==> config.mk <==
export PLATFORM = sky130hd
export DESIGN_NAME = column_range_extractor
export DESIGN_NICKNAME = d
export VERILOG_FILES = /design/src/hw/rtl/crx_pkg.sv /design/src/hw/rtl/column_range_extractor.sv /design/src/hw/rtl/crx_front.sv /design/src/hw/rtl/crx_job_queue.sv /design/src/hw/rtl/crx_back.sv
export SDC_FILE = /design/constraint.sdc
export NUM_CORES = 1
export LEC_CHECK = 0
export ABC_AREA = 1
export BUFFER_PORTS_ARGS = -buffer_cell sky130_fd_sc_hd__clkbuf_2
export CORE_MARGIN = 3
export CORE_UTILIZATION = 40
export CTS_BUF_LIST = sky130_fd_sc_hd__clkbuf_16
export CTS_CLUSTER_DIAMETER = 100
export CTS_CLUSTER_SIZE = 14
export DETAILED_ROUTE_END_ITERATION = 12
export HOLD_SLACK_MARGIN = 0.03
export PLACE_DENSITY = 0.6
export REMOVE_ABC_BUFFERS = 1
export SLEW_MARGIN = 30
export SYNTH_ARGS = -nofsm -noshare
export SYNTH_HDL_FRONTEND = slang
export SYNTH_HIERARCHICAL = 1
export SYNTH_SLANG_ARGS = --single-unit
==> constraint.sdc <==
create_clock -name clk -period 6.5 [get_ports clk]
set_input_delay 0.325 -clock clk [delete_from_list [all_inputs] [get_ports clk]]
set_output_delay 0.325 -clock clk [all_outputs]
set_load 0.03 [all_outputs]
==> src/hw/rtl/crx_pkg.sv <==
// ----------------------------------------------------------------------------
// crx_pkg
// Shared types and constants for the column range extractor.
// ----------------------------------------------------------------------------
package crx_pkg;

	localparam int LINE_MAX   = 1024;
	localparam int NUM_RANGES = 7;

	localparam int COL_W     = 10;
	localparam int EMIT_W    = $clog2(LINE_MAX);
	localparam int RANGE_W   = 21;
	localparam int CFG_IDX_W = 3;
	localparam int COUNT_W   = 3;

	localparam logic [COL_W-1:0]  COL_TOP  = {COL_W{1'b1}};
	localparam logic [EMIT_W-1:0] EMIT_MAX = EMIT_W'(LINE_MAX - 1);

	// configuration register indexes
	localparam logic [CFG_IDX_W-1:0] REG_RANGE_COUNT = 3'd0;
	localparam logic [CFG_IDX_W-1:0] REG_RANGE_FIRST = 3'd1;

	// range register fields
	localparam int RNG_START_LSB = 0;
	localparam int RNG_STOP_LSB  = 10;
	localparam int RNG_OPEN_BIT  = 20;

	typedef struct packed {
		logic [7:0] in_char;
		logic       line_done;
	} in_item_t;

	typedef struct packed {
		logic [7:0] out_char;
		logic       end_of_line;
		logic       last_of_run;
	} out_item_t;

	// classified item handed from front to back
	typedef struct packed {
		logic [7:0]            ch;
		logic                  line_done;
		logic [NUM_RANGES-1:0] hits;
	} job_t;

endpackage

==> src/hw/rtl/column_range_extractor.sv <==
// ----------------------------------------------------------------------------
// column_range_extractor
// Passes on the characters of a text line whose columns lie in configured
// ranges, once per matching range within a per-line limit; marks each line end.
// ----------------------------------------------------------------------------
// usage:
//   input channel: drive item and raise push; a transfer happens on a clock
//   edge with push high and full low. item.line_done closes the line.
//   result channel: while empty is low the oldest result sits on result;
//   raise pop to take it. last_of_run flags the final result of a character.
//   config channel: cfg_ready is always high; index 0 is range_count,
//   indexes 1 to 7 are range_0 to range_6. write only while the block idles.
// timing:
//   a character is classified at its transfer; its results pass through the
//   job queue and the output queue before they reach the result port. the
//   back-end sequencer gives one result per cycle for each range a character
//   hits while the output queue has room; a character with no hit leaves the
//   job queue without a result, so the sustained rate is one character per
//   cycle while each hits at most one range and the receiver keeps up.
// reset clears the column, per-line count, both queues and control registers.
// a stalled receiver fills the output queue, then the job queue, then full
// rises; nothing is dropped.
// ----------------------------------------------------------------------------
module column_range_extractor
	import crx_pkg::*;
(
	input  logic                 clk,
	input  logic                 arst_n,
	// input queue side
	input  logic                 push,
	input  in_item_t             item,
	output logic                 full,
	// result queue side
	input  logic                 pop,
	output out_item_t            result,
	output logic                 empty,
	// configuration writes
	input  logic                 cfg_valid,
	output logic                 cfg_ready,
	input  logic [CFG_IDX_W-1:0] cfg_index,
	input  logic [RANGE_W-1:0]   cfg_data
);

	job_t job;
	job_t head;
	logic job_push;
	logic job_full;
	logic head_valid;
	logic head_pop;

	// config writes are always taken
	assign cfg_ready = 1'b1;
	assign full      = job_full;

	// front: column tracking and range classification
	crx_front u_front (
		.clk       (clk),
		.arst_n    (arst_n),
		.cfg_valid (cfg_valid),
		.cfg_index (cfg_index),
		.cfg_data  (cfg_data),
		.push      (push),
		.item      (item),
		.job_full  (job_full),
		.job_push  (job_push),
		.job       (job)
	);

	// decouples classification from result sequencing
	crx_job_queue u_job_queue (
		.clk        (clk),
		.arst_n     (arst_n),
		.wr_en      (job_push),
		.wr_job     (job),
		.full       (job_full),
		.rd_en      (head_pop),
		.head_valid (head_valid),
		.head       (head)
	);

	// back: one result per cycle unless stalled, line limit, output queue
	crx_back u_back (
		.clk        (clk),
		.arst_n     (arst_n),
		.head_valid (head_valid),
		.head       (head),
		.head_pop   (head_pop),
		.pop        (pop),
		.empty      (empty),
		.result     (result)
	);

endmodule

==> src/hw/rtl/crx_front.sv <==
// ----------------------------------------------------------------------------
// crx_front
// Holds the range registers and the column counter; tags each character
// with the set of ranges it falls in.
// ----------------------------------------------------------------------------
module crx_front
	import crx_pkg::*;
(
	input  logic                 clk,
	input  logic                 arst_n,
	input  logic                 cfg_valid,
	input  logic [CFG_IDX_W-1:0] cfg_index,
	input  logic [RANGE_W-1:0]   cfg_data,
	input  logic                 push,
	input  in_item_t             item,
	input  logic                 job_full,
	output logic                 job_push,
	output job_t                 job
);

	logic [COUNT_W-1:0] range_count_q;
	logic [RANGE_W-1:0] range_q [NUM_RANGES];
	logic [COL_W-1:0]   col_q;
	logic               past_q;
	logic [COUNT_W-1:0] used;

	always_ff @(posedge clk or negedge arst_n) begin
		if (!arst_n) begin
			range_count_q <= '0;
			for (int i = 0; i < NUM_RANGES; i++) begin
				range_q[i] <= '0;
			end
		end else if (cfg_valid) begin
			if (cfg_index == REG_RANGE_COUNT) begin
				range_count_q <= cfg_data[COUNT_W-1:0];
			end
			for (int i = 0; i < NUM_RANGES; i++) begin
				if (cfg_index == REG_RANGE_FIRST + CFG_IDX_W'(i)) begin
					range_q[i] <= cfg_data;
				end
			end
		end
	end

	assign used = (range_count_q > COUNT_W'(NUM_RANGES)) ? COUNT_W'(NUM_RANGES)
	                                                      : range_count_q;

	always_comb begin
		job.ch        = item.in_char;
		job.line_done = item.line_done;
		for (int i = 0; i < NUM_RANGES; i++) begin
			logic [COL_W-1:0] start;
			logic [COL_W-1:0] stop;
			logic             open;
			start = range_q[i][RNG_START_LSB +: COL_W];
			stop  = range_q[i][RNG_STOP_LSB +: COL_W];
			open  = range_q[i][RNG_OPEN_BIT];
			if (COUNT_W'(i) >= used || item.line_done) begin
				job.hits[i] = 1'b0;
			end else if (past_q) begin
				job.hits[i] = open;
			end else begin
				job.hits[i] = (col_q >= start) && (open || col_q <= stop);
			end
		end
	end

	assign job_push = push && !job_full;

	// column tracking, saturating as "beyond last column"
	always_ff @(posedge clk or negedge arst_n) begin
		if (!arst_n) begin
			col_q  <= '0;
			past_q <= 1'b0;
		end else if (job_push) begin
			if (item.line_done) begin
				col_q  <= '0;
				past_q <= 1'b0;
			end else if (!past_q) begin
				if (col_q == COL_TOP) begin
					past_q <= 1'b1;
				end else begin
					col_q <= col_q + COL_W'(1);
				end
			end
		end
	end

endmodule

==> src/hw/rtl/crx_job_queue.sv <==
// ----------------------------------------------------------------------------
// crx_job_queue
// Two-entry queue of classified items between front and back.
// ----------------------------------------------------------------------------
module crx_job_queue
	import crx_pkg::*;
(
	input  logic clk,
	input  logic arst_n,
	input  logic wr_en,
	input  job_t wr_job,
	output logic full,
	input  logic rd_en,
	output logic head_valid,
	output job_t head
);

	job_t       mem [2];
	logic       wr_ptr_q;
	logic       rd_ptr_q;
	logic [1:0] count_q;

	always_ff @(posedge clk) begin
		if (wr_en) begin
			mem[wr_ptr_q] <= wr_job;
		end
	end

	always_ff @(posedge clk or negedge arst_n) begin
		if (!arst_n) begin
			wr_ptr_q <= 1'b0;
			rd_ptr_q <= 1'b0;
			count_q  <= '0;
		end else begin
			if (wr_en) begin
				wr_ptr_q <= !wr_ptr_q;
			end
			if (rd_en) begin
				rd_ptr_q <= !rd_ptr_q;
			end
			count_q <= count_q + 2'(wr_en) - 2'(rd_en);
		end
	end

	assign full       = count_q == 2'd2;
	assign head_valid = count_q != 2'd0;
	assign head       = mem[rd_ptr_q];

endmodule

==> src/hw/rtl/crx_back.sv <==
// ----------------------------------------------------------------------------
// crx_back
// Walks the head item's hit set, one result per cycle while the two-entry
// output queue has room, applies the per-line output limit, buffers results.
// ----------------------------------------------------------------------------
module crx_back
	import crx_pkg::*;
(
	input  logic      clk,
	input  logic      arst_n,
	input  logic      head_valid,
	input  job_t      head,
	output logic      head_pop,
	input  logic      pop,
	output logic      empty,
	output out_item_t result
);

	logic [NUM_RANGES-1:0] served_q;
	logic [EMIT_W-1:0]     emitted_q;
	logic [NUM_RANGES-1:0] pending;
	logic [NUM_RANGES-1:0] low_bit;
	logic [NUM_RANGES-1:0] rest;
	logic                  out_full;
	logic                  out_push;
	logic                  out_pop;
	logic                  last;
	out_item_t             out_new;

	out_item_t  omem [2];
	logic       owr_q;
	logic       ord_q;
	logic [1:0] ocount_q;

	assign pending = head.hits & ~served_q;
	assign low_bit = pending & (~pending + NUM_RANGES'(1));
	assign rest    = pending & ~low_bit;
	assign last    = (rest == '0) || (emitted_q + EMIT_W'(1) == EMIT_MAX);

	always_comb begin
		out_push = 1'b0;
		head_pop = 1'b0;
		out_new  = '{out_char: head.ch, end_of_line: 1'b0, last_of_run: last};
		if (head_valid) begin
			if (head.line_done) begin
				out_new  = '{out_char: 8'd0, end_of_line: 1'b1, last_of_run: 1'b1};
				out_push = !out_full;
				head_pop = !out_full;
			end else if (pending == '0 || emitted_q == EMIT_MAX) begin
				// nothing selected or line already at its limit
				head_pop = 1'b1;
			end else begin
				out_push = !out_full;
				head_pop = !out_full && last;
			end
		end
	end

	always_ff @(posedge clk or negedge arst_n) begin
		if (!arst_n) begin
			served_q  <= '0;
			emitted_q <= '0;
		end else begin
			if (head_pop) begin
				served_q <= '0;
			end else if (out_push) begin
				served_q <= served_q | low_bit;
			end
			if (head_pop && head.line_done) begin
				emitted_q <= '0;
			end else if (out_push) begin
				emitted_q <= emitted_q + EMIT_W'(1);
			end
		end
	end

	// output queue
	assign out_full = ocount_q == 2'd2;
	assign empty    = ocount_q == 2'd0;
	assign out_pop  = pop && !empty;
	assign result   = omem[ord_q];

	always_ff @(posedge clk) begin
		if (out_push) begin
			omem[owr_q] <= out_new;
		end
	end

	always_ff @(posedge clk or negedge arst_n) begin
		if (!arst_n) begin
			owr_q    <= 1'b0;
			ord_q    <= 1'b0;
			ocount_q <= '0;
		end else begin
			if (out_push) begin
				owr_q <= !owr_q;
			end
			if (out_pop) begin
				ord_q <= !ord_q;
			end
			ocount_q <= ocount_q + 2'(out_push) - 2'(out_pop);
		end
	end

endmodule
; Word-level counts from Yosys, hierarchy flattened
; Memory sizes are Yosys's and may differ from the RTL's.
; Cells that the tools add are included.
[totals]
register_bits = 186
latch_bits = 0
ramBits = 52
mem_bits_ro = 0
output_inout_bits = 13
memories = 2
[memory_table]
columns = memory, words, word_bits, rd, rd_clocked_by_memory_dff, wr, line_no
row1 = u_job_queue.mem, 2, 16, 1, 0, 1, crx_job_queue.sv:18  ; job_t mem [2];
row2 = u_back.omem, 2, 10, 1, 0, 1, crx_back.sv:30  ; out_item_t omem [2];
[classes]
addsub = 7
mul = 0
div = 0
order_cmp = 22
n_eq_ne = 14
shift = 0
muxes = 37
bitwise = 7
reduce_logical = 50
[op_table]
columns = operator, n
row1 = greater-or-equal comparator 10 bit, 7
row2 = less-or-equal comparator 10 bit, 7
row3 = 2-to-1 mux 10 bit, 7
row4 = equality test 10 bit (second input constant), 3
row5 = 2-to-1 mux 1 bit, 27
row6 = AND 7 bit, 3
row7 = inverter 7 bit, 3
row8 = adder 10 x 1 -> 10 bit (second input constant), 2
row9 = logical OR 1 bit, 16
row10 = AND reduction 2 bit, 8
row11 = logical NOT 7 bit, 2
row12 = 2-to-1 mux 7 bit, 2
row13 = equality test 3 bit (second input constant), 4
row14 = logical AND 1 bit, 11
row15 = greater-or-equal comparator 3 bit (first input constant), 3
row16 = adder 7 x 1 -> 7 bit (second input constant), 1
row17 = logical NOT 1 bit, 7
row18 = bitwise OR 7 bit, 1
row19 = equality test 3 x 2 -> 1 bit (second input constant), 2
row20 = greater-or-equal comparator 1 x 3 -> 1 bit (first input constant), 2
row21 = greater-or-equal comparator 2 x 3 -> 1 bit (first input constant), 2
row22 = nonzero test 2 bit, 3
row23 = adder 2 x 1 -> 2 bit, 2
row24 = equality test 2 bit (second input constant), 2
row25 = other kinds (8), 10

; Logic depth before layout (Yosys ltp)
; Gate-level depths: netlist of run 1.
[logic_depth]
depth_word = 15
depth_mapped = 21
ltp_nobuf = 19

; Hierarchy
; Netlist of run 1, hierarchy kept.
[by_module_without_submodules]
columns = module, n_inst, cells_per_inst, area_each_um2
row1 = crx_front, 1, 1327, 10196.0
row2 = crx_back, 1, 267, 2283.4
row3 = crx_job_queue, 1, 109, 1483.9
row4 = column_range_extractor, 1, 2, 11.3

; Worst setup path after synthesis of run 1
; No wires, ideal clock.
[synth_timing]
path_kind = register -> register
startpoint = register u_job_queue.rd_ptr_q
endpoint = memory u_back/omem[1][0] (netlist name) (enable)
setup_time_ns = 0.378
arrival_ns = 2.038
path_slack_ns = 4.085
path_stages_with_launch = 13
n_path_buf = 3
path_cell_list = dfrtp_1 -> buf_6 -> buf_12 -> o21ai_2 -> nand2_2 -> nand2_4 -> nor2_8 -> nand3_2 -> nor2_2 -> o21ai_4 -> nand2_4 -> buf_6 -> nor2_1
[synth_lines]
columns = element, line_no
row1 = "start, declared", crx_job_queue.sv:20  ; logic rd_ptr_q;
row2 = "start signal, assigned", crx_job_queue.sv:39  ; rd_ptr_q <= !rd_ptr_q;
row3 = "end, declared", crx_back.sv:30

==> metrics.md, run 1 <==
| Metric | Value |
|---|---|
| Outcome | `completed` |
| Footprint of the multi-input gates | `between 6000 and 7000 um2` |
| Maxcap violations | `0` |
| Num Clock Sinks | `238` |
| Synth unique cells | `43` |
| Critical path launch point type | `flop` |
| Clock Tree Root | `clkbuf_16` |
| WL final | `about 32000 um` |
| Tmin final | `2.986 ns` |
| CTS HTree Levels | `1` |
| TritonRoute pass-1 iters | `5` |
| Mean routed wirelength per cell | `14.26 um` |
| Pwr Density | `339.7 nW/um2` |
| FILL cells | `3341` |
| Cells after synthesis | `between 1500 and 2000` |
| Psw | `2.049 mW` |
| Peak Freq | `334.9 MHz` |
| Worst Tran Pin Value | `roughly 1.0 ns` |
| Cts repair resizes | `0` |
| Initial antenna violation count | `0` |
| Cell Count, Final, Fillers Out | `2211` |
| Global placer's final weighted congestion | `approximately 0.84` |
| Starting density of the core | `41.16%` |
| Vias after detailed routing | `~11000` |
| Register area | `a little over 6000 um2` |
| Port bufs | `49` |
| Synth Warn # | `6` |
| CP Class | `reg -> reg` |
| 1st-iter DRT viols | `about 650` |
| Fraction of layout cells with a size suffix above 1 | `approximately 8.3%` |
| Cell area after synthesis | `approximately 14000 um2` |
| DPL Wire Length | `about 22000 um` |
| GR Layer Usage met1 | `about a quarter` |
| Total power | `roughly 5.2 mW` |
| Die Area | `~37000 um2` |
| Layout Skew | `0.02679 ns` |
| Placed insts | `2162` |
| Final period util | `between 40 and 50%` |
| Rel. slew slack | `33.45%` |
| Worst hold path class | `in -> reg` |
| # rows | `between 60 and 70` |
| Synth Flop Type | `dfrtp_1` |
| DIE HEIGHT | `192.9 um` |
| CTS tree | `built` |
| Num CTS Buffers | `20` |
| Area Overhead vs Synth | `9.706%` |
| Clk network pwr share | `21.2%` |
| Antenna Nets Post-Route | `0` |
| Ant diodes | `0` |
| Lkg Pwr | `8.017 nW` |
| Syn_area_per_cell | `roughly 8.2 um2` |
| Crit. End Element | `flop` |
| Final hold vios | `0` |
| Seq pwr share | `a little over two fifths` |
| Largest net degree at the start of global routing | `around 120` |
| CTS max path bufs | `3` |
| Worst Path Arrival | `3.37 ns` |
| VDD IR-drop max | `approximately 0.35 mV` |
| Clock slew at reported path FFs | `around 0.07 ns` |
| Number of global-route vias before repair | `10510` |
| Tot GR Track Use | `17.59%` |
| Comb power frac | `approximately 36%` |
| Post-CTS Setup Bufs | `0` |
| RSZ-0062 raised after global routing | `no` |
| I/O Pins | `a little over 50` |
| Final-report max-slew violation count | `0` |
| Critical Path RT | `around 6.9 ns` |
| Number of synthesized flops with an enable pin | `between 50 and 60` |
| Grt met2 use | `between 30% and 40%` |
| Core area | `between 30000 and 40000 um2` |
| Switching share of power | `between 30% and 40%` |
| Setup TNS Final | `0 ns` |
| Critical-path maximum fanout | `33` |
| Final setup vio count | `0` |
| Chip width | `roughly 190 um` |
| Pint | `3.158 mW` |
| Residual DRC count | `0` |
| Met3 Use GR | `under 10%` |
| Fin nets | `1942` |
| Clock latency on the worst-skew pair | `roughly 0.5 ns` |
| First-pass GRT wire length | `around 53000 um` |
| Async SR Flop Fraction | `78.15%` |
| Layer with the highest usage | `met2` |
| Sequential area share after synthesis | `~44%` |
| # hold bufs at CTS | `21` |
| Vias/cell | `4.849` |
| Gr ovfl total | `0` |
| Seq cells post-synth | `238` |
## critical path, stage by stage, from the launching register on
cell and delay, ns:
dfrtp_2 0.80, o21ai_0 0.31, nand2_2 0.17, nand2_4 0.08
inv_1 0.09, nand2_1 0.06, nand2_1 0.06, nand2_1 0.05
nor2_1 0.08, nand3_1 0.11, nand3_2 0.10, nand2_2 0.07
a21oi_1 0.26, ha_1 0.28, inv_1 0.06, ha_1 0.15
inv_1 0.04, nand2_1 0.05, nand2_1 0.04
## cell families after synthesis
kind of cell / share of synthesized area (%)
adders and majority gates: 13.16
AOI/OAI and AO/OA: 10.57
and+or+nand+nor: 20.04
DFF: 44.48
other: 0.02683
xor gates and xnor gates: 0.5641
buffers and inverters: 11.16
## power groups by stage
| stage | clock [mW] | sequential, mW | combinational (mW) |
|---|---|---|---|
| 6_report | 1.11 | 2.22 | 1.88 |
| 4_1_cts | 1.15 | 2.22 | 1.90 |
| 5_1_grt | 1.21 | 2.27 | 2.19 |
| 3_5_place_dp | 0 | 2.25 | 1.88 |
| 2_1_floorplan | 0 | 2.16 | 1.43 |
| 3_3_place_gp | 0 | 2.24 | 1.81 |
## per-layer routing
metal / vias to the layer above / share of wire (%)
li1: 5472 / -
met1: 5034 / 47
met2: 180 / 47
met3: 35 / 3.7
met4: 0 / 1.8
met5: - / 0
## cell usage after synthesis (2+ instances only)
cell / n / area share, %
a21o_1: 2 / 0.11
a21oi_1: 45 / 1.6
a21oi_2: 8 / 0.50
buf_12: 2 / 0.29
buf_2: 4 / 0.14
buf_4: 11 / 0.59
buf_6: 5 / 0.40
clkbuf_1: 26 / 0.70
dfrtp_1: 186 / 33
edfxtp_1: 52 / 11
ha_1: 147 / 13
inv_1: 324 / 8.7
inv_2: 6 / 0.16
nand2_1: 465 / 12
nand2_2: 8 / 0.36
nand2_4: 4 / 0.32
nand3_1: 68 / 2.4
nand3_2: 6 / 0.43
nand4_1: 19 / 0.85
nor2_1: 86 / 2.3
nor2_2: 5 / 0.22
nor3_1: 2 / 0.072
o21ai_0: 162 / 5.8
o21ai_1: 9 / 0.32
o21ai_2: 18 / 1.1
o21ai_4: 2 / 0.23
o21bai_1: 10 / 0.54
xnor2_1: 2 / 0.13
xor2_1: 7 / 0.44
## cell usage in the layout, fill, tap and decap left out, types with 10 or more instances in the layout
cell type,instances
a21oi_1,45
clkbuf_16,22
clkbuf_2,48
dfrtp_1,185
dlygate4sd3_1,21
edfxtp_1,52
ha_1,147
inv_1,331
nand2_1,465
nand3_1,68
nand4_1,19
nor2_1,86
o21ai_0,162
o21ai_2,18
o21bai_1,10
## sequential cells by signal, indices dropped and copies added (netlist names)
name / count
u_job_queue/mem: 32
u_back/ord_q: 1
u_back/owr_q: 1
u_back/omem: 20
u_job_queue/rd_ptr_q: 1
u_job_queue/count_q: 2
u_job_queue/wr_ptr_q: 1
u_front/range_q: 147
u_back/ocount_q: 2
u_back/served_q: 7
u_back/emitted_q: 10
u_front/past_q: 1
u_front/range_count_q: 3
u_front/col_q: 10
## path summary, 6_finish.rpt
| kind | from | endpoint | slack, ns | depth (start not counted) |
|---|---|---|---|---|
| max | u_job_queue/rd_ptr_q$_DFFE_PN0P_ | u_job_queue/count_q[1]$_DFF_PN0_ | 3.51 | 18 |
| min | cfg_data[8] | u_front/range_q[8]$_DFFE_PN0P_ | 0.05 | 3 |
| max reg2reg | u_job_queue/rd_ptr_q$_DFFE_PN0P_ | u_job_queue/count_q[1]$_DFF_PN0_ | 3.51 | 18 |
| max in group asynchronous | arst_n | u_front/range_q[124]$_DFFE_PN0P_ | 4.90 | 3 |
| min reg2reg | u_front/range_q[72]$_DFFE_PN0P_ | u_front/range_q[72]$_DFFE_PN0P_ | 0.49 | 2 |
| min in group asynchronous | arst_n | u_back/emitted_q[7]$_DFFE_PN0P_ | 0.43 | 2 |
## cell type report
class / instances / share of cell area, %
repair buffers: 79 / 3.566
flip-flops and latches: 238 / 40.55
clock buffers: 21 / 3.428
inverters: 332 / 8.145
multi-input cells: 1086 / 40.48
well taps: 448 / 3.656
clock inverters: 7 / 0.1714
## metrics by stage
step                instance area, um2  hold slack [ns]  utilization [%]  worst slack, ns
CTS                              15330          0.03389            45.16            3.470
global route                     15330          0.06626            45.16            3.224
detailed placement               14570           0.3870            42.91            3.496
finish                           15330          0.04717            45.16            3.514
global placement                 14550           0.4672            42.86            3.114
floorplan                        13660          0.02941                -            3.571
Note: power is estimated with default switching activity, not from simulation.
==> run 2: changes to the inputs <==
Settings changed: PLACE_DENSITY 0.6 to 0.62.
Clock period 6.5 ns to 2.6 ns, I/O delays scaled along.
==> metrics.md, run 2 (synthesized netlist as in run 1, its figures left out) <==
| Metric | Value |
|---|---|
| Most common cell after layout, fill and taps aside | `nand2_1 (unchanged)` |
| Worst hold margin | `0.1520 ns (was 0.04717 ns)` |
| Largest regs | `u_front/range_q (147), u_job_queue/mem (32), u_back/omem (20) (unchanged)` |
| Final Cell Area | `15700 um2 (was 15330 um2)` |
| Worst Path Arrival | `2.77 ns (was 3.37 ns)` |
| Bufs and invs on worst path | `3 (unchanged)` |
| # rows | `67 (unchanged)` |
| Final hold vios | `0 (unchanged)` |
| Dpl cell area | `14810 um2 (was 14570 um2)` |
| 1st-iter DRT viols | `769 (was 651)` |
| Worst Setup SP | `u_job_queue/rd_ptr_q$_DFFE_PN0P_ (unchanged)` |
| Critical path launch point type | `flop (unchanged)` |
| Clock latency on the worst-skew pair | `0.52 ns (was 0.51 ns)` |
| Biggest register | `u_front/range_q (unchanged)` |
| Starting density of the core | `41.16% (unchanged)` |
| Gr ovfl total | `0 (unchanged)` |
| Num Clock Sinks | `238 (unchanged)` |
| Antenna Nets Post-Route | `0 (unchanged)` |
| Final core occ | `46.24% (was 45.16%)` |
| Lkg Pwr | `8.214 nW (was 8.017 nW)` |
| Critical path's slowest cell | `dfrtp_1 (was dfrtp_2)` |
| Pwr Density | `844.4 nW/um2 (was 339.7 nW/um2)` |
| Reg2Reg Depth | `18 (unchanged)` |
| Total power | `13.26 mW (was 5.208 mW)` |
| Peak Freq | `421.0 MHz (was 334.9 MHz)` |
| Residual DRC count | `0 (unchanged)` |
| CTS HTree Levels | `1 (unchanged)` |
| Fin nets | `1981 (was 1942)` |
| Cell depth of the worst hold path | `4 (was 3)` |
| Hold wc startpoint | `cfg_index[2] (was cfg_data[8])` |
| Crit-path max cell delay | `0.40 ns (was 0.80 ns)` |
| First-pass GRT wire length | `53420 um (was 52780 um)` |
| Global placer's final weighted congestion | `0.8428 (was 0.8366)` |
| Largest net degree at the start of global routing | `78 (was 117)` |
| Delay-heaviest family, CP | `simple AND/OR/NAND/NOR gates (unchanged)` |
| CP Class | `reg -> reg (unchanged)` |
| Cell mode on critical path | `nand2_1 (unchanged)` |
| Clock Tree Root | `clkbuf_16 (unchanged)` |
| CTS tree | `built (unchanged)` |
| Worst R2R End | `u_job_queue/count_q[1]$_DFF_PN0_ (unchanged)` |
| Die Area | `37220 um2 (unchanged)` |
| DPL Wire Length | `23070 um (was 21960 um)` |
| Port bufs | `49 (unchanged)` |
| Rel. slew slack | `47.53% (was 33.45%)` |
| Worst Tran Pin Value | `0.7870 ns (was 0.9982 ns)` |
| DIE HEIGHT | `192.9 um (unchanged)` |
| Reg2reg setup slack | `0.22 ns (was 3.51 ns)` |
| Num CTS Buffers | `20 (unchanged)` |
| Max FFs per register | `147 (unchanged)` |
| Setup WS post-layout | `0.2245 ns (was 3.514 ns)` |
| Outcome | `completed (unchanged)` |
| Cells along the critical path | `buf_4 > nand2_1 > o21ai_2 > nand2_1 > nand2_4 > nor2_8 > nor2_1 > nor2_1 > nand3_1 > nand3_2 > nand2_2 > a21oi_4 > ha_1 > inv_1 > ha_1 > inv_1 > nand2_1 > nand2_1 (was o21ai_0 > nand2_2 > nand2_4 > inv_1 > nand2_1 > nand2_1 > nand2_1 > nor2_1 > nand3_1 > nand3_2 > nand2_2 > a21oi_1 > ha_1 > inv_1 > ha_1 > inv_1 > nand2_1 > nand2_1)` |
| Chip width | `192.9 um (unchanged)` |
| Tot GR Track Use | `17.87% (was 17.59%)` |
| Area Overhead vs Synth | `12.35% (was 9.706%)` |
| TritonRoute pass-1 iters | `5 (unchanged)` |
| Vias after detailed routing | `10880 (was 10720)` |
| Most frequent cells in the layout | `465 x nand2_1, 330 x inv_1, 186 x dfrtp_1 (was 465 x nand2_1, 331 x inv_1, 185 x dfrtp_1)` |
| Worst hold path class | `in -> reg (unchanged)` |
| Mean routed wirelength per cell | `14.32 um (was 14.26 um)` |
| WL final | `32220 um (was 31520 um)` |
| Dpl ws | `0.1491 ns (was 3.496 ns)` |
| Tmin final | `2.376 ns (was 2.986 ns)` |
| Reg-to-Reg Start | `u_job_queue/rd_ptr_q$_DFFE_PN0P_ (unchanged)` |
| Maxcap violations | `0 (unchanged)` |
| Final setup vio count | `0 (unchanged)` |
| Number of global-route vias before repair | `10580 (was 10510)` |
| Core area | `33950 um2 (unchanged)` |
| Ant diodes | `0 (unchanged)` |
| Final period util | `91.37% (was 45.93%)` |
| VDD IR-drop max | `0.8170 mV (was 0.3458 mV)` |
| Vias/cell | `4.836 (was 4.849)` |
| Crit. End Element | `flop (unchanged)` |
| Clock slew at reported path FFs | `0.07 ns (about the same)` |
| Final-report max-slew violation count | `0 (unchanged)` |
| CTS max path bufs | `3 (unchanged)` |
| Critical Path RT | `3.00 ns (was 6.88 ns)` |
| Critical-path maximum fanout | `9 (was 33)` |
| Hold Path End | `u_front/range_count_q[1]$_DFFE_PN0P_ (was u_front/range_q[8]$_DFFE_PN0P_)` |
| I/O Pins | `51 (unchanged)` |
| Layout Skew | `0.01694 ns (was 0.02679 ns)` |
| Fraction of layout cells with a size suffix above 1 | `9.767% (was 8.338%)` |
| Initial antenna violation count | `0 (unchanged)` |
| RSZ-0062 raised after global routing | `no (unchanged)` |
==> run 2: cell types whose count changed in the layout (fill, tap and decap cells not counted), sizes merged <==
cell         before  now
dlygate4sd3      21   32
buf               9   37
==> run 2: power by group <==
part / total [mW] / internal, mW / switching (mW)
combinational: 5.05 / 1.77 / 3.29
sequential: 5.43 / 4.87 / 0.554
clock: 2.78 / 1.44 / 1.34
==> run 2: worst max-delay path by stage <==
stage,cells after the start,to,slack [ns]
3_3_place_gp,20,u_job_queue/count_q[1]$_DFF_PN0_,0.22
5_1_grt,18,u_job_queue/count_q[1]$_DFF_PN0_,0.003
2_1_floorplan,18,u_job_queue/count_q[1]$_DFF_PN0_,-0.33
3_5_place_dp,17,u_job_queue/count_q[1]$_DFF_PN0_,0.15
6_report,18,u_job_queue/count_q[1]$_DFF_PN0_,0.22
4_1_cts,17,u_job_queue/count_q[1]$_DFF_PN0_,0.13
==> run 2: routing by layer <==
layer	global-route usage (%)	routed length, um	part of all wire, %	vias to the layer above
li1	-	-	-	5545
met1	24.24	14970	46	5075
met2	30.44	15040	47	209
met3	2.071	1341	4.2	51
met4	4.784	866	2.7	0
met5	0	0	0	-
==> run 2: layout make-up <==
cell class                      count  area (um2)
Inverter                          332        1249
Timing Repair Buffer              118       905.9
Sequential cell                   238        6216
Clock buffer                       21       525.5
Multi-Input combinational cell   1086        6217
Tap cell                          448       560.5
Clock inverter                      7       26.28
Fill cell                        3332       18250
==> run 2: what timing repair did <==
action                                  in CTS  in global routing
hold buffers                                32                  0
buffers inserted                             0                  1
endpoints found under the setup margin       0                  3
gates resized for setup                      0                  4
hold endpoints to repair                   182                  0
==> run 2: metrics by stage <==
step / instances / setup TNS (ns)
5_1_grt: 2250 / 0
2_1_floorplan: 1656 / -4.920
6_report: 2250 / 0
3_5_place_dp: 2189 / 0
3_3_place_gp: 2189 / 0
4_1_cts: 2249 / 0
==> run 2: worst reg2reg max path: stages (launching register included) <==
cell and delay, ns:
dfrtp_1 0.40, buf_4 0.18, nand2_1 0.07, o21ai_2 0.05, nand2_1 0.12, nand2_4 0.08, nor2_8 0.14, nor2_1 0.06
nor2_1 0.10, nand3_1 0.12, nand3_2 0.10, nand2_2 0.09, a21oi_4 0.14, ha_1 0.24, inv_1 0.06, ha_1 0.16
inv_1 0.05, nand2_1 0.06, nand2_1 0.04
